**src/hw/rtl/assert_macros.svh**
```systemverilog
// ----------------------------------------------------------------------------
// Assertion macros
// Shared concurrent assertion shorthands for the peak-to-peak meter RTL.
// ----------------------------------------------------------------------------
`ifndef ASSERT_MACROS_SVH
`define ASSERT_MACROS_SVH

// Plain property that must hold at every clock edge outside reset.
`define DPPM_ASSERT(lbl, clk, rstn, prop, msg) \
  lbl: assert property (@(posedge clk) disable iff (!rstn) (prop)) else $error(msg);

// Same-cycle implication.
`define DPPM_ASSERT_IMP(lbl, clk, rstn, ante, cons, msg) \
  lbl: assert property (@(posedge clk) disable iff (!rstn) (ante) |-> (cons)) else $error(msg);

// Next-cycle implication.
`define DPPM_ASSERT_NXT(lbl, clk, rstn, ante, cons, msg) \
  lbl: assert property (@(posedge clk) disable iff (!rstn) (ante) |=> (cons)) else $error(msg);

`endif

```
**src/hw/rtl/dppm_pkg.sv**
```systemverilog
// ----------------------------------------------------------------------------
// dppm_pkg
// Types and constants shared by the decimated peak-to-peak meter.
// ----------------------------------------------------------------------------
package dppm_pkg;

  localparam int SAMPLE_W   = 12;
  localparam int VAL_W      = 16;
  localparam int REG_W      = 16;
  localparam int NUM_CH     = 3;
  localparam int CH_W       = 2;
  localparam int WIN_CNT_W  = 9;
  localparam int WINDOW_DEF = 16;

  // Shared multiplier operands: sample by scale, then product by 1000, and
  // at the end of a window each peak by the reciprocal of WINDOW.
  localparam int WIN_LOG_MAX = 8;
  localparam int RECIP_SH    = VAL_W + WIN_LOG_MAX;
  localparam int MUL_A_W     = 28;
  localparam int MUL_B_W     = RECIP_SH;
  localparam int MUL_P_W     = MUL_A_W + MUL_B_W;
  localparam int THOUSAND    = 1000;

  // Divider: dividend holds scale * sample * 1000, divisor is 16 bits.
  localparam int DIV_W      = 38;
  localparam int DIVR_W     = 16;

  // Configuration port.
  localparam int APB_AW     = 4;
  localparam int APB_DW     = 32;
  localparam int REG_IDX_W  = 2;

  localparam logic [REG_IDX_W-1:0] REG_SCALE  = 2'd0;
  localparam logic [REG_IDX_W-1:0] REG_COEFF  = 2'd1;
  localparam logic [REG_IDX_W-1:0] REG_PERIOD = 2'd2;

  localparam logic [REG_W-1:0] SCALE_RST  = 16'd1;
  localparam logic [REG_W-1:0] COEFF_RST  = 16'd1000;
  localparam logic [REG_W-1:0] PERIOD_RST = 16'd1;

  typedef struct packed {
    logic [SAMPLE_W-1:0] sample_a;
    logic [SAMPLE_W-1:0] sample_b;
    logic [SAMPLE_W-1:0] sample_c;
  } dppm_in_t;

  typedef struct packed {
    logic [VAL_W-1:0] swing_a;
    logic [VAL_W-1:0] swing_b;
    logic [VAL_W-1:0] swing_c;
  } dppm_out_t;

  typedef struct packed {
    logic              start;
    logic [DIV_W-1:0]  dividend;
    logic [DIVR_W-1:0] divisor;
  } dppm_div_req_t;

  typedef struct packed {
    logic             done;
    logic [DIV_W-1:0] quotient;
  } dppm_div_sts_t;

endpackage

```
**src/hw/rtl/dppm_div.sv**
```systemverilog
// ----------------------------------------------------------------------------
// dppm_div
// Iterative restoring divider, one quotient bit per cycle, used to divide
// each scaled sample by the coefficient register.
// ----------------------------------------------------------------------------
module dppm_div (
  input  logic                    clk_i,
  input  logic                    rst_ni,
  input  dppm_pkg::dppm_div_req_t req_i,
  output dppm_pkg::dppm_div_sts_t sts_o
);

  localparam int DivW  = dppm_pkg::DIV_W;
  localparam int DivrW = dppm_pkg::DIVR_W;
  localparam int CntW  = $clog2(DivW);
  localparam logic [CntW-1:0] CntLast = CntW'(DivW - 1);

  logic [DivW-1:0]  quo_q;
  logic [DivrW-1:0] rem_q;
  logic [DivrW-1:0] dvs_q;
  logic [CntW-1:0]  cnt_q;
  logic             busy_q;
  logic             done_q;

  logic [DivrW:0]   shifted;
  logic [DivrW:0]   diff;
  logic             fits;

  // A zero divisor always fits, so the quotient comes out as all ones.
  assign shifted = {rem_q, quo_q[DivW-1]};
  assign diff    = shifted - {1'b0, dvs_q};
  assign fits    = shifted >= {1'b0, dvs_q};

  always_ff @(posedge clk_i or negedge rst_ni) begin
    if (!rst_ni) begin
      busy_q <= 1'b0;
      done_q <= 1'b0;
      cnt_q  <= '0;
    end else if (req_i.start) begin
      busy_q <= 1'b1;
      done_q <= 1'b0;
      cnt_q  <= '0;
    end else if (busy_q) begin
      cnt_q <= cnt_q + 1'b1;
      if (cnt_q == CntLast) begin
        busy_q <= 1'b0;
        done_q <= 1'b1;
      end
    end else begin
      done_q <= 1'b0;
    end
  end

  always_ff @(posedge clk_i) begin
    if (req_i.start) begin
      quo_q <= req_i.dividend;
      rem_q <= '0;
      dvs_q <= req_i.divisor;
    end else if (busy_q) begin
      quo_q <= {quo_q[DivW-2:0], fits};
      rem_q <= fits ? diff[DivrW-1:0] : shifted[DivrW-1:0];
    end
  end

  assign sts_o.done     = done_q;
  assign sts_o.quotient = quo_q;

endmodule

```
**src/hw/rtl/decimated_peak_to_peak_meter.sv**
```systemverilog
// ----------------------------------------------------------------------------
// decimated_peak_to_peak_meter
// Three-channel scaled peak-to-peak meter over a decimated window of ticks.
// ----------------------------------------------------------------------------
//  channel  direction  handshake                 word
//  in       input      in_valid_i / in_stall_o   dppm_in_t  (three samples)
//  out      output     out_valid_o / out_stall_i dppm_out_t (three swings)
//  cfg      input      APB psel/penable/pwrite   16-bit registers at 4*i
//
// A tick dropped by decimation advances the decimation count. A tick that
// enters the window goes, per channel, through the scale and thousand
// multiplies, the shared one-bit-per-cycle divider and one compare. The
// tick that fills the window adds one reciprocal multiply per peak and an
// output load that waits while a stalled output still holds the last word.
// Reset clears the window, the decimation count and the registers at once.
// A stalled output holds the last word while the next tick is processed.
// ----------------------------------------------------------------------------
`include "assert_macros.svh"

module decimated_peak_to_peak_meter #(
  parameter int unsigned WINDOW = dppm_pkg::WINDOW_DEF
) (
  input  logic                              clk_i,
  input  logic                              rst_ni,
  input  logic                              in_valid_i,
  output logic                              in_stall_o,
  input  dppm_pkg::dppm_in_t                in_word_i,
  output logic                              out_valid_o,
  input  logic                              out_stall_i,
  output dppm_pkg::dppm_out_t               out_word_o,
  input  logic                              psel,
  input  logic                              penable,
  input  logic                              pwrite,
  input  logic [dppm_pkg::APB_AW-1:0]       paddr,
  input  logic [dppm_pkg::APB_DW-1:0]       pwdata,
  output logic [dppm_pkg::APB_DW-1:0]       prdata,
  output logic                              pready
);

  localparam int ValW    = dppm_pkg::VAL_W;
  localparam int RegW    = dppm_pkg::REG_W;
  localparam int NumCh   = dppm_pkg::NUM_CH;
  localparam int ChW     = dppm_pkg::CH_W;
  localparam int WinCntW = dppm_pkg::WIN_CNT_W;
  localparam int MulAW   = dppm_pkg::MUL_A_W;
  localparam int MulBW   = dppm_pkg::MUL_B_W;
  localparam int MulPW   = dppm_pkg::MUL_P_W;
  localparam int RecipSh = dppm_pkg::RECIP_SH;
  localparam int DivW    = dppm_pkg::DIV_W;
  localparam int SampW   = dppm_pkg::SAMPLE_W;
  localparam int AddrW   = dppm_pkg::APB_AW;
  localparam int DataW   = dppm_pkg::APB_DW;
  localparam int IdxW    = dppm_pkg::REG_IDX_W;

  localparam logic [WinCntW-1:0] WinLast = WinCntW'(WINDOW);
  localparam logic [ChW-1:0]     LastCh  = ChW'(NumCh - 1);
  localparam logic [MulBW-1:0]   Thou    = MulBW'(dppm_pkg::THOUSAND);
  // The rounded-up reciprocal of WINDOW gives the exact floor quotient for
  // any 16-bit peak once the fraction bits are dropped.
  localparam logic [MulBW-1:0]   WinRecip =
    MulBW'(((64'd1 << RecipSh) + 64'(WINDOW) - 64'd1) / 64'(WINDOW));

  localparam logic [2:0] S_IDLE  = 3'd0;
  localparam logic [2:0] S_MUL1  = 3'd1;
  localparam logic [2:0] S_MUL2  = 3'd2;
  localparam logic [2:0] S_DIV   = 3'd3;
  localparam logic [2:0] S_TRACK = 3'd4;
  localparam logic [2:0] S_HIGH  = 3'd5;
  localparam logic [2:0] S_LOW   = 3'd6;
  localparam logic [2:0] S_EMIT  = 3'd7;

  // Control and window state.
  logic [2:0]          state_q, state_d;
  logic [ChW-1:0]      ch_q, ch_d;
  logic [WinCntW-1:0]  win_q, win_d;
  logic [RegW-1:0]     decim_q, decim_d;
  logic [ValW-1:0]     low_q  [NumCh];
  logic [ValW-1:0]     low_d  [NumCh];
  logic [ValW-1:0]     high_q [NumCh];
  logic [ValW-1:0]     high_d [NumCh];
  logic                out_valid_q, out_valid_d;

  // Configuration registers.
  logic [RegW-1:0]     scale_q, coeff_q, period_q;

  // Datapath registers.
  logic [SampW-1:0]    samp_q  [NumCh];
  logic [MulAW-1:0]    mul_q;
  logic [ValW-1:0]     hq_q;
  logic [ValW-1:0]     swing_q [NumCh];
  dppm_pkg::dppm_out_t out_q;

  logic [MulAW-1:0]    mul_a;
  logic [MulBW-1:0]    mul_b;
  logic [MulPW-1:0]    mul_p;
  logic [RegW-1:0]     decim_inc;
  logic [WinCntW-1:0]  win_inc;
  logic [ValW-1:0]     quo_lo;
  logic [ValW-1:0]     win_quo;
  logic                load_samp, load_mul, load_hq, load_sw, emit_go;
  logic                cfg_wr;
  logic [IdxW-1:0]     cfg_idx;

  dppm_pkg::dppm_div_req_t div_req;
  dppm_pkg::dppm_div_sts_t div_sts;

  dppm_div u_div (
    .clk_i  (clk_i),
    .rst_ni (rst_ni),
    .req_i  (div_req),
    .sts_o  (div_sts)
  );

  // One multiplier serves both scaling steps and the division by WINDOW.
  always_comb begin
    case (state_q)
      S_MUL1: begin
        mul_a = MulAW'(samp_q[ch_q]);
        mul_b = MulBW'(scale_q);
      end
      S_HIGH: begin
        mul_a = MulAW'(high_q[ch_q]);
        mul_b = WinRecip;
      end
      S_LOW: begin
        mul_a = MulAW'(low_q[ch_q]);
        mul_b = WinRecip;
      end
      default: begin
        mul_a = mul_q;
        mul_b = Thou;
      end
    endcase
  end

  assign mul_p = MulPW'(mul_a) * MulPW'(mul_b);

  assign decim_inc = decim_q + RegW'(1);
  assign win_inc   = win_q + WinCntW'(1);
  assign quo_lo    = div_sts.quotient[ValW-1:0];
  assign win_quo   = mul_p[RecipSh +: ValW];

  always_comb begin
    state_d     = state_q;
    ch_d        = ch_q;
    win_d       = win_q;
    decim_d     = decim_q;
    low_d       = low_q;
    high_d      = high_q;
    out_valid_d = out_valid_q;
    load_samp   = 1'b0;
    load_mul    = 1'b0;
    load_hq     = 1'b0;
    load_sw     = 1'b0;
    emit_go     = 1'b0;
    div_req     = '0;

    if (out_valid_q && !out_stall_i) begin
      out_valid_d = 1'b0;
    end

    case (state_q)
      S_IDLE: begin
        if (in_valid_i) begin
          load_samp = 1'b1;
          // A period of zero lets every tick through, like a period of one.
          if (decim_inc >= period_q) begin
            decim_d = '0;
            ch_d    = '0;
            state_d = S_MUL1;
          end else begin
            decim_d = decim_inc;
          end
        end
      end
      S_MUL1: begin
        load_mul = 1'b1;
        state_d  = S_MUL2;
      end
      S_MUL2: begin
        div_req.start    = 1'b1;
        div_req.dividend = DivW'(mul_p);
        div_req.divisor  = coeff_q;
        state_d          = S_DIV;
      end
      S_DIV: begin
        if (div_sts.done) begin
          state_d = S_TRACK;
        end
      end
      S_TRACK: begin
        if (quo_lo < low_q[ch_q]) begin
          low_d[ch_q] = quo_lo;
        end
        if (quo_lo > high_q[ch_q]) begin
          high_d[ch_q] = quo_lo;
        end
        if (ch_q == LastCh) begin
          win_d = win_inc;
          if (win_inc == WinLast) begin
            ch_d    = '0;
            state_d = S_HIGH;
          end else begin
            state_d = S_IDLE;
          end
        end else begin
          ch_d    = ch_q + 1'b1;
          state_d = S_MUL1;
        end
      end
      S_HIGH: begin
        load_hq = 1'b1;
        state_d = S_LOW;
      end
      S_LOW: begin
        load_sw = 1'b1;
        if (ch_q == LastCh) begin
          state_d = S_EMIT;
        end else begin
          ch_d    = ch_q + 1'b1;
          state_d = S_HIGH;
        end
      end
      S_EMIT: begin
        // Wait until the output register is free, then start a new window.
        if (!out_valid_q || !out_stall_i) begin
          emit_go     = 1'b1;
          out_valid_d = 1'b1;
          win_d       = '0;
          for (int i = 0; i < NumCh; i++) begin
            low_d[i]  = '1;
            high_d[i] = '0;
          end
          state_d = S_IDLE;
        end
      end
      default: begin
        state_d = S_IDLE;
      end
    endcase
  end

  assign cfg_wr  = psel && penable && pwrite;
  assign cfg_idx = paddr[AddrW-1:2];

  always_ff @(posedge clk_i or negedge rst_ni) begin
    if (!rst_ni) begin
      state_q     <= S_IDLE;
      ch_q        <= '0;
      win_q       <= '0;
      decim_q     <= '0;
      out_valid_q <= 1'b0;
      for (int i = 0; i < NumCh; i++) begin
        low_q[i]  <= '1;
        high_q[i] <= '0;
      end
      scale_q  <= dppm_pkg::SCALE_RST;
      coeff_q  <= dppm_pkg::COEFF_RST;
      period_q <= dppm_pkg::PERIOD_RST;
    end else begin
      state_q     <= state_d;
      ch_q        <= ch_d;
      win_q       <= win_d;
      decim_q     <= decim_d;
      out_valid_q <= out_valid_d;
      low_q       <= low_d;
      high_q      <= high_d;
      if (cfg_wr) begin
        case (cfg_idx)
          dppm_pkg::REG_SCALE:  scale_q  <= pwdata[RegW-1:0];
          dppm_pkg::REG_COEFF:  coeff_q  <= pwdata[RegW-1:0];
          dppm_pkg::REG_PERIOD: period_q <= pwdata[RegW-1:0];
          default: begin
          end
        endcase
      end
    end
  end

  always_ff @(posedge clk_i) begin
    if (load_samp) begin
      samp_q[0] <= in_word_i.sample_a;
      samp_q[1] <= in_word_i.sample_b;
      samp_q[2] <= in_word_i.sample_c;
    end
    if (load_mul) begin
      mul_q <= mul_p[MulAW-1:0];
    end
    if (load_hq) begin
      hq_q <= win_quo;
    end
    if (load_sw) begin
      swing_q[ch_q] <= hq_q - win_quo;
    end
    if (emit_go) begin
      out_q.swing_a <= swing_q[0];
      out_q.swing_b <= swing_q[1];
      out_q.swing_c <= swing_q[2];
    end
  end

  always_comb begin
    case (cfg_idx)
      dppm_pkg::REG_SCALE:  prdata = DataW'(scale_q);
      dppm_pkg::REG_COEFF:  prdata = DataW'(coeff_q);
      dppm_pkg::REG_PERIOD: prdata = DataW'(period_q);
      default:              prdata = '0;
    endcase
  end

  assign pready      = 1'b1;
  assign in_stall_o  = (state_q != S_IDLE);
  assign out_valid_o = out_valid_q;
  assign out_word_o  = out_q;

  `DPPM_ASSERT_IMP(a_idle_win, clk_i, rst_ni, state_q == S_IDLE, win_q < WinLast, "window count at or past WINDOW while idle")
  `DPPM_ASSERT_IMP(a_div_done, clk_i, rst_ni, div_sts.done, state_q == S_DIV, "divider finished outside the divide state")
  `DPPM_ASSERT(a_ch_range, clk_i, rst_ni, ch_q <= LastCh, "channel index out of range")
  `DPPM_ASSERT_NXT(a_emit_clear, clk_i, rst_ni, emit_go, out_valid_q && win_q == '0 && low_q[0] == '1 && high_q[2] == '0, "window not restarted after a result")

endmodule

```
**config.mk**
```make
export PLATFORM = sky130hd
export DESIGN_NAME = decimated_peak_to_peak_meter
export DESIGN_NICKNAME = d
export VERILOG_FILES = /design/src/hw/rtl/dppm_pkg.sv /design/src/hw/rtl/dppm_div.sv /design/src/hw/rtl/decimated_peak_to_peak_meter.sv
export VERILOG_INCLUDE_DIRS = /design/src /design/src/hw/rtl
export SDC_FILE = /design/constraint.sdc
export NUM_CORES = 2
export LEC_CHECK = 0
export BUFFER_PORTS_ARGS = -buffer_cell sky130_fd_sc_hd__buf_2
export CAP_MARGIN = 20
export CORE_MARGIN = 5
export CORE_UTILIZATION = 30
export DETAILED_ROUTE_END_ITERATION = 10
export PLACE_DENSITY_LB_ADDON = 0.25
export SYNTH_ARGS = -nofsm -noshare
export SYNTH_HDL_FRONTEND = slang
export SYNTH_SLANG_ARGS = --single-unit
```
**constraint.sdc**
```tcl
create_clock -name clk_i -period 21.6 [get_ports clk_i]
set_clock_uncertainty 0.2 [all_clocks]
set_input_delay 5.4 -clock clk_i [delete_from_list [all_inputs] [get_ports clk_i]]
set_output_delay 5.4 -clock clk_i [all_outputs]
set_load 0.02 [all_outputs]
```
After elaboration in Yosys (flattened, before gate mapping)
Memories as Yosys holds them, arrays and structs flattened. A register that Yosys moved wholly into a read port is not among the register bits.
Index checks and enable logic that the tools add are counted.
Widths: inputs -> output; s select.
- bits in registers: 297
- RAM bits: 84
- input port bits: 79
- output and inout port bits: 83
- logic and storage cells: 146
- memories: 2
- memories (name ; depth ; width ; read ports ; clocked after memory_dff ; wr ports ; line ; RTL):
    swing_q ; 3 ; 16 ; 3 ; 3 ; 1 ; decimated_peak_to_peak_meter.sv:90 ; logic [ValW-1:0] swing_q [NumCh];
    samp_q ; 3 ; 12 ; 1 ; 0 ; 3 ; decimated_peak_to_peak_meter.sv:87 ; logic [SampW-1:0] samp_q [NumCh];
- add/sub/neg operators: 6
- multipliers: 1
- magnitude comparators: 6
- equality and inequality tests: 22
- muxes and demuxes: 63
- bitwise gates (word level): 1
- reductions and logical operators: 23
- operators by type and width (kind ; count):
    $mux 48 ; 4
    $pmux 48 s2 ; 2
    $mux 16 ; 7
    $bwmux 48 ; 2
    $pmux 28 s3 ; 1
    $mux 38 ; 2
    $bmux 16 s2 ; 2
    $mux 55 ; 1
    $pmux 16 s3 ; 1
    $pmux 21 s2 ; 1
    $mul 28x24->40 ; 1
    $demux 16 s2 ; 1
    $sub 16x16->16 ; 2
    $pmux 3 s8 ; 1
    $mux 1 ; 20
    $mux 3 ; 6
    $mux 9 ; 2
    $pmux 9 s2 ; 1
    $ge 17x16->1 ; 1
    $add 16x1->16 const B ; 1
    $ge 16x16->1 ; 1
    $gt 16x16->1 ; 1
    $lt 16x16->1 ; 1
    $ne 2x2->1 const B ; 7
    other kinds (30) ; 53

Logic depth before layout (Yosys ltp)
- depth in word-level cells: 8
- depth in mapped cells: 49

By module
Synthesis repeated with hierarchy kept, for this count alone.
- cells, all modules: 3320
- area, all modules: 34714.5 µm²
- by module, submodules not included (module ; times used ; cells an instance ; area an instance (µm²) ; seq. area each (µm²)):
    decimated_peak_to_peak_meter ; 1 ; 2980 ; 30681.9 ; 9734.3
    dppm_div ; 1 ; 340 ; 4032.6 ; 2142.1

Least setup slack after synthesis
Ideal clock, no wire load.
- path kind: input-to-output
- from: input port paddr[2] in the netlist's numbering
- to: output port prdata[10] in the netlist's numbering
- data arrival time: 6884 ps
- required time: 16000 ps
- setup slack: 9116 ps
- stages: 4
- cell sequence: clkbuf_1 -> buf_1 -> mux2i_1 -> o21ai_0
- longest elaborated chain between the ends: 2
- elaborated cells on any way between the ends: 4
- RTL lines (item ; line ; RTL):
    start: declaration ; decimated_peak_to_peak_meter.sv:34 ; input logic [dppm_pkg::APB_AW-1:0] paddr,
    $eq 2x2->1, or another cell as far along ; decimated_peak_to_peak_meter.sv:303 ; case (cfg_idx)
    $pmux 16 s3 * ; decimated_peak_to_peak_meter.sv:303 ;
    end: declaration ; decimated_peak_to_peak_meter.sv:36 ; output logic [dppm_pkg::APB_DW-1:0] prdata,
Mark *: on every way between the ends. The rest lies on a longest branch, timed or not.

Worst setup path after layout
- from: register state_q[0]
- to: memory swing_q[2][15] in the netlist's numbering, data pin
- longest elaborated chain between the ends: 5
- elaborated cells on any way between the ends: 8
- RTL lines (item ; line ; RTL):
    start: declaration ; decimated_peak_to_peak_meter.sv:73 ; logic [2:0] state_q, state_d;
    start signal: assignment ; decimated_peak_to_peak_meter.sv:261 ; state_q <= state_d;
    $eq 3x3->1 ; decimated_peak_to_peak_meter.sv:116 ; case (state_q)
    $reduce_or 2->1 (no line) ; -- ;
    $pmux 21 s2 ; decimated_peak_to_peak_meter.sv:116 ;
    $mul 28x24->40 * ; decimated_peak_to_peak_meter.sv:136 ; assign mul_p = MulPW'(mul_a) * MulPW'(mul_b);
    $sub 16x16->16 * ; decimated_peak_to_peak_meter.sv:293 ; swing_q[ch_q] <= hq_q - win_quo;
    end: declaration ; decimated_peak_to_peak_meter.sv:90 ;
Marks and branches as above.

==> impl_metrics.json <==
{
  "worstSetupEndpointType": "flop",
  "grtUsageTotal": 0.1433,
  "clk_latency_ps": 580,
  "netlist_instances": 3278,
  "drc": 0,
  "min_period_ps": 12870,
  "grt_pass1_vias": 23850,
  "clock-sinks": 429,
  "tightest_slew_ps": 1042,
  "cts_buffers": 46,
  "cts_tree": "done",
  "min_path_type": "flop to flop",
  "avgSynthCellArea_sq_um": 10.39,
  "preCtsSetupSlack_ps": 8807,
  "critPathLaunchType": "flop",
  "clkTransAtPathRegs_ps": 60,
  "slowest_delay_ps": 770,
  "drive_gt1_frac": 0.1160,
  "syn_area_sq_um": 34050,
  "drv_slew": 0,
  "wire_per_inst_um": 16.94,
  "synth-main-ff-cell": "edfxtp_1",
  "timing.hold.ws_ps": 214.4,
  "synth-async-reset-ratio": 0.4266,
  "die-width_um": 346.9,
  "root_buffer": "clkbuf_16",
  "postRouteWirelength_um": 86010,
  "synth_warnings": 0,
  "routed_via_density": 4.499,
  "htreeDepth": 2,
  "stdcell_count": 5078,
  "synth_edf_count": 230,
  "seq_area_frac_synth": 0.3488,
  "hold_violations": 0,
  "num_rows": 123,
  "placedCellCount": 4990,
  "setup_viol": 0,
  "place_congestion": 0.8132,
  "antenna_found_initial": 2,
  "multi_input_area_sq_um": 19960,
  "cp_slowest_cell": "inv_1",
  "worstPathMaxFanout": 17,
  "cts_resized": 0,
  "first_pass_iters": 5,
  "clk_path_buf_depth": 3,
  "max_cap_violations": 0,
  "numPortBuffers": 126,
  "drt_iter0_drc": 1297,
  "io_pins": 162,
  "drtAntennaViolNets": 0,
  "postCtsSetupBuffers": 0,
  "start_util": 0.3022,
  "seq_area_sq_um": 11880,
  "status": "complete, no violations",
  "fin_ws_ps": 8729,
  "n_fill_cell": 11550,
  "dp_hpwl_um": 66910,
  "die-area_sq_um": 120300,
  "cp.arrival_ps": 12980,
  "cts_hold_buf": 0,
  "overflow": 0,
  "post-route-period-util": 0.5959,
  "tns_ps": 0,
  "fin_nets": 4222,
  "yosys.cell_types.count": 80,
  "path_class": "flop to flop",
  "required_ps": 21700,
  "fp.dieH_um": 346.9,
  "fmax_ghz": 0.07769,
  "grt_max_degree": 83,
  "ys_ff_latch": 429,
  "grt_pass1_wl_um": 137400,
  "relSlewSlack": 0.3046,
  "num_vias": 22850,
  "area_growth_pct": 13.34,
  "coreArea_sq_um": 112700,
  "rsz0062_at_grt": "no"
}
==> cells in the final DEF, fill, tap and decap left out, types with 17 or more instances in the layout <==
| cell type | Yosys | final |
|---|---|---|
| a21oi_1 | 113 | 113 |
| nand3_1 | 56 | 56 |
| mux2_2 | 39 | 39 |
| o21ai_0 | 152 | 148 |
| ha_1 | 228 | 228 |
| edfxtp_1 | 230 | 230 |
| dfstp_2 | 56 | 56 |
| clkbuf_16 | 0 | 48 |
| or2_2 | 37 | 37 |
| inv_1 | 624 | 620 |
| fa_1 | 375 | 375 |
| buf_4 | 17 | 45 |
| nor2b_1 | 25 | 24 |
| nor2_1 | 230 | 227 |
| and3_1 | 45 | 45 |
| conb_1 | 2 | 170 |
| buf_2 | 4 | 125 |
| nand2_1 | 291 | 291 |
| xnor2_1 | 58 | 58 |
| mux2i_1 | 104 | 104 |
| nand2b_1 | 19 | 19 |
| nor3_1 | 33 | 31 |
| dfrtp_1 | 127 | 126 |
| o22a_1 | 45 | 45 |
| a21o_1 | 31 | 31 |
| xor2_1 | 27 | 27 |
| a22o_1 | 17 | 17 |
==> cell usage after synthesis, types with 5 or more instances <==
cell type	n	area, sq um
buf_1	8	30.03
o31ai_1	6	45.04
mux2_2	39	439.2
nor2b_1	25	156.4
dfrtp_1	127	3178
nand2b_1	19	118.9
a21oi_1	113	565.5
and3_1	45	281.5
a31oi_1	8	50.05
o21bai_1	7	52.55
o21a_1	15	112.6
o22ai_1	8	50.05
o22a_1	45	394.1
xor2_1	27	236.5
edfxtp_1	230	6907
nand3_1	56	280.3
dfstp_2	56	1471
a21boi_0	5	37.54
dfxtp_1	16	320.3
o21ai_0	152	760.7
buf_4	17	127.6
o211ai_1	16	120.1
nand4_1	16	100.1
nor3_1	33	165.2
a21o_1	31	232.7
xnor2_1	58	508.0
nand2_1	291	1092
mux2i_1	104	1041
ha_1	228	2853
fa_1	375	7507
and2_1	7	43.79
inv_1	624	2342
nor2_1	230	863.3
maj3_2	8	90.09
clkbuf_1	96	360.4
or2_2	37	231.5
o21ai_1	12	60.06
a22o_1	17	148.9
==> worst paths after layout <==
path / from / to / slack (ps) / depth (start not counted)
hold reg to reg: swing_q[0][1]$_DFFE_PP_ / out_word_o[33]$_DFFE_PP_ / 210 / 0
setup reg to reg: state_q[0]$_DFFE_PN0P_ / swing_q[2][15]$_DFFE_PP_ / 8730 / 43
hold / removal: swing_q[0][1]$_DFFE_PP_ / out_word_o[33]$_DFFE_PP_ / 210 / 0
setup / recovery: state_q[0]$_DFFE_PN0P_ / swing_q[2][15]$_DFFE_PP_ / 8730 / 43
max in group asynchronous: rst_ni / high_q[12]$_DFFE_PN0P_ / 14650 / 3
min in group asynchronous: rst_ni / coeff_q[13]$_DFFE_PN0P_ / 4650 / 1
==> layer usage <==
layer  share of wire  routed length [um]  GRT usage
met1            0.48               40960     0.2052
met2            0.46               39390     0.2340
met5               0                   0          0
met4           0.020                1682    0.03020
met3           0.046                3976    0.01851
==> sequential cells by signal (all words and copies together), names as in the netlist, 2 cells and up <==
name,count
u_div.dvs_q,16
out_word_o,48
u_div.rem_q,16
high_q,48
coeff_q,16
state_q,3
hq_q,16
scale_q,16
u_div.quo_q,38
decim_q,16
samp_q,36
low_q,48
u_div.cnt_q,6
swing_q,48
period_q,16
mul_q,28
win_q,9
ch_q,2
==> metrics by stage <==
| step | cell area (sq um) | util |
|---|---|---|
| 6_report | 38590 | 0.3426 |
| 5_1_grt | 38590 | 0.3425 |
| 4_1_cts | 38570 | 0.3424 |
| 3_5_place_dp | 37020 | 0.3286 |
| 3_3_place_gp | 37020 | 0.3286 |
| 2_1_floorplan | 34680 | - |
==> kinds of logic after synthesis <==
family	after synthesis	share of synthesized area
simple gates	786	0.1052
buf+inv	750	0.08471
fa+ha+maj	614	0.3078
compound gates	467	0.08698
flops	429	0.3488
mux	144	0.04388
xor+xnor	86	0.02234
other cells	2	0.0002206
==> critical path, delay by kind of cell, from the launching register on <==
kind                       cells  cell delay, ps
AOI/OAI and AO/OA             13            2840
buffers and inverters          7            1290
adders and majority gates     11            4380
DFF                            1             620
xor gates and xnor gates       2             920
and+or+nand+nor               10            2330
==> area by class of cell <==
cell class,count,area share
Clock buffer,62,0.03388
Timing Repair Buffer,171,0.02532
Antenna cell,1,0.00006484
Tap cell,1500,0.04863
Inverter,625,0.06079
Multi-Input combinational cell,2267,0.5172
Sequential cell,429,0.3078
Clock inverter,23,0.006322
Power is left out: the tool's default activity adds up to more than one toggle a clock period on the data nets, which glitch-free logic cannot reach.
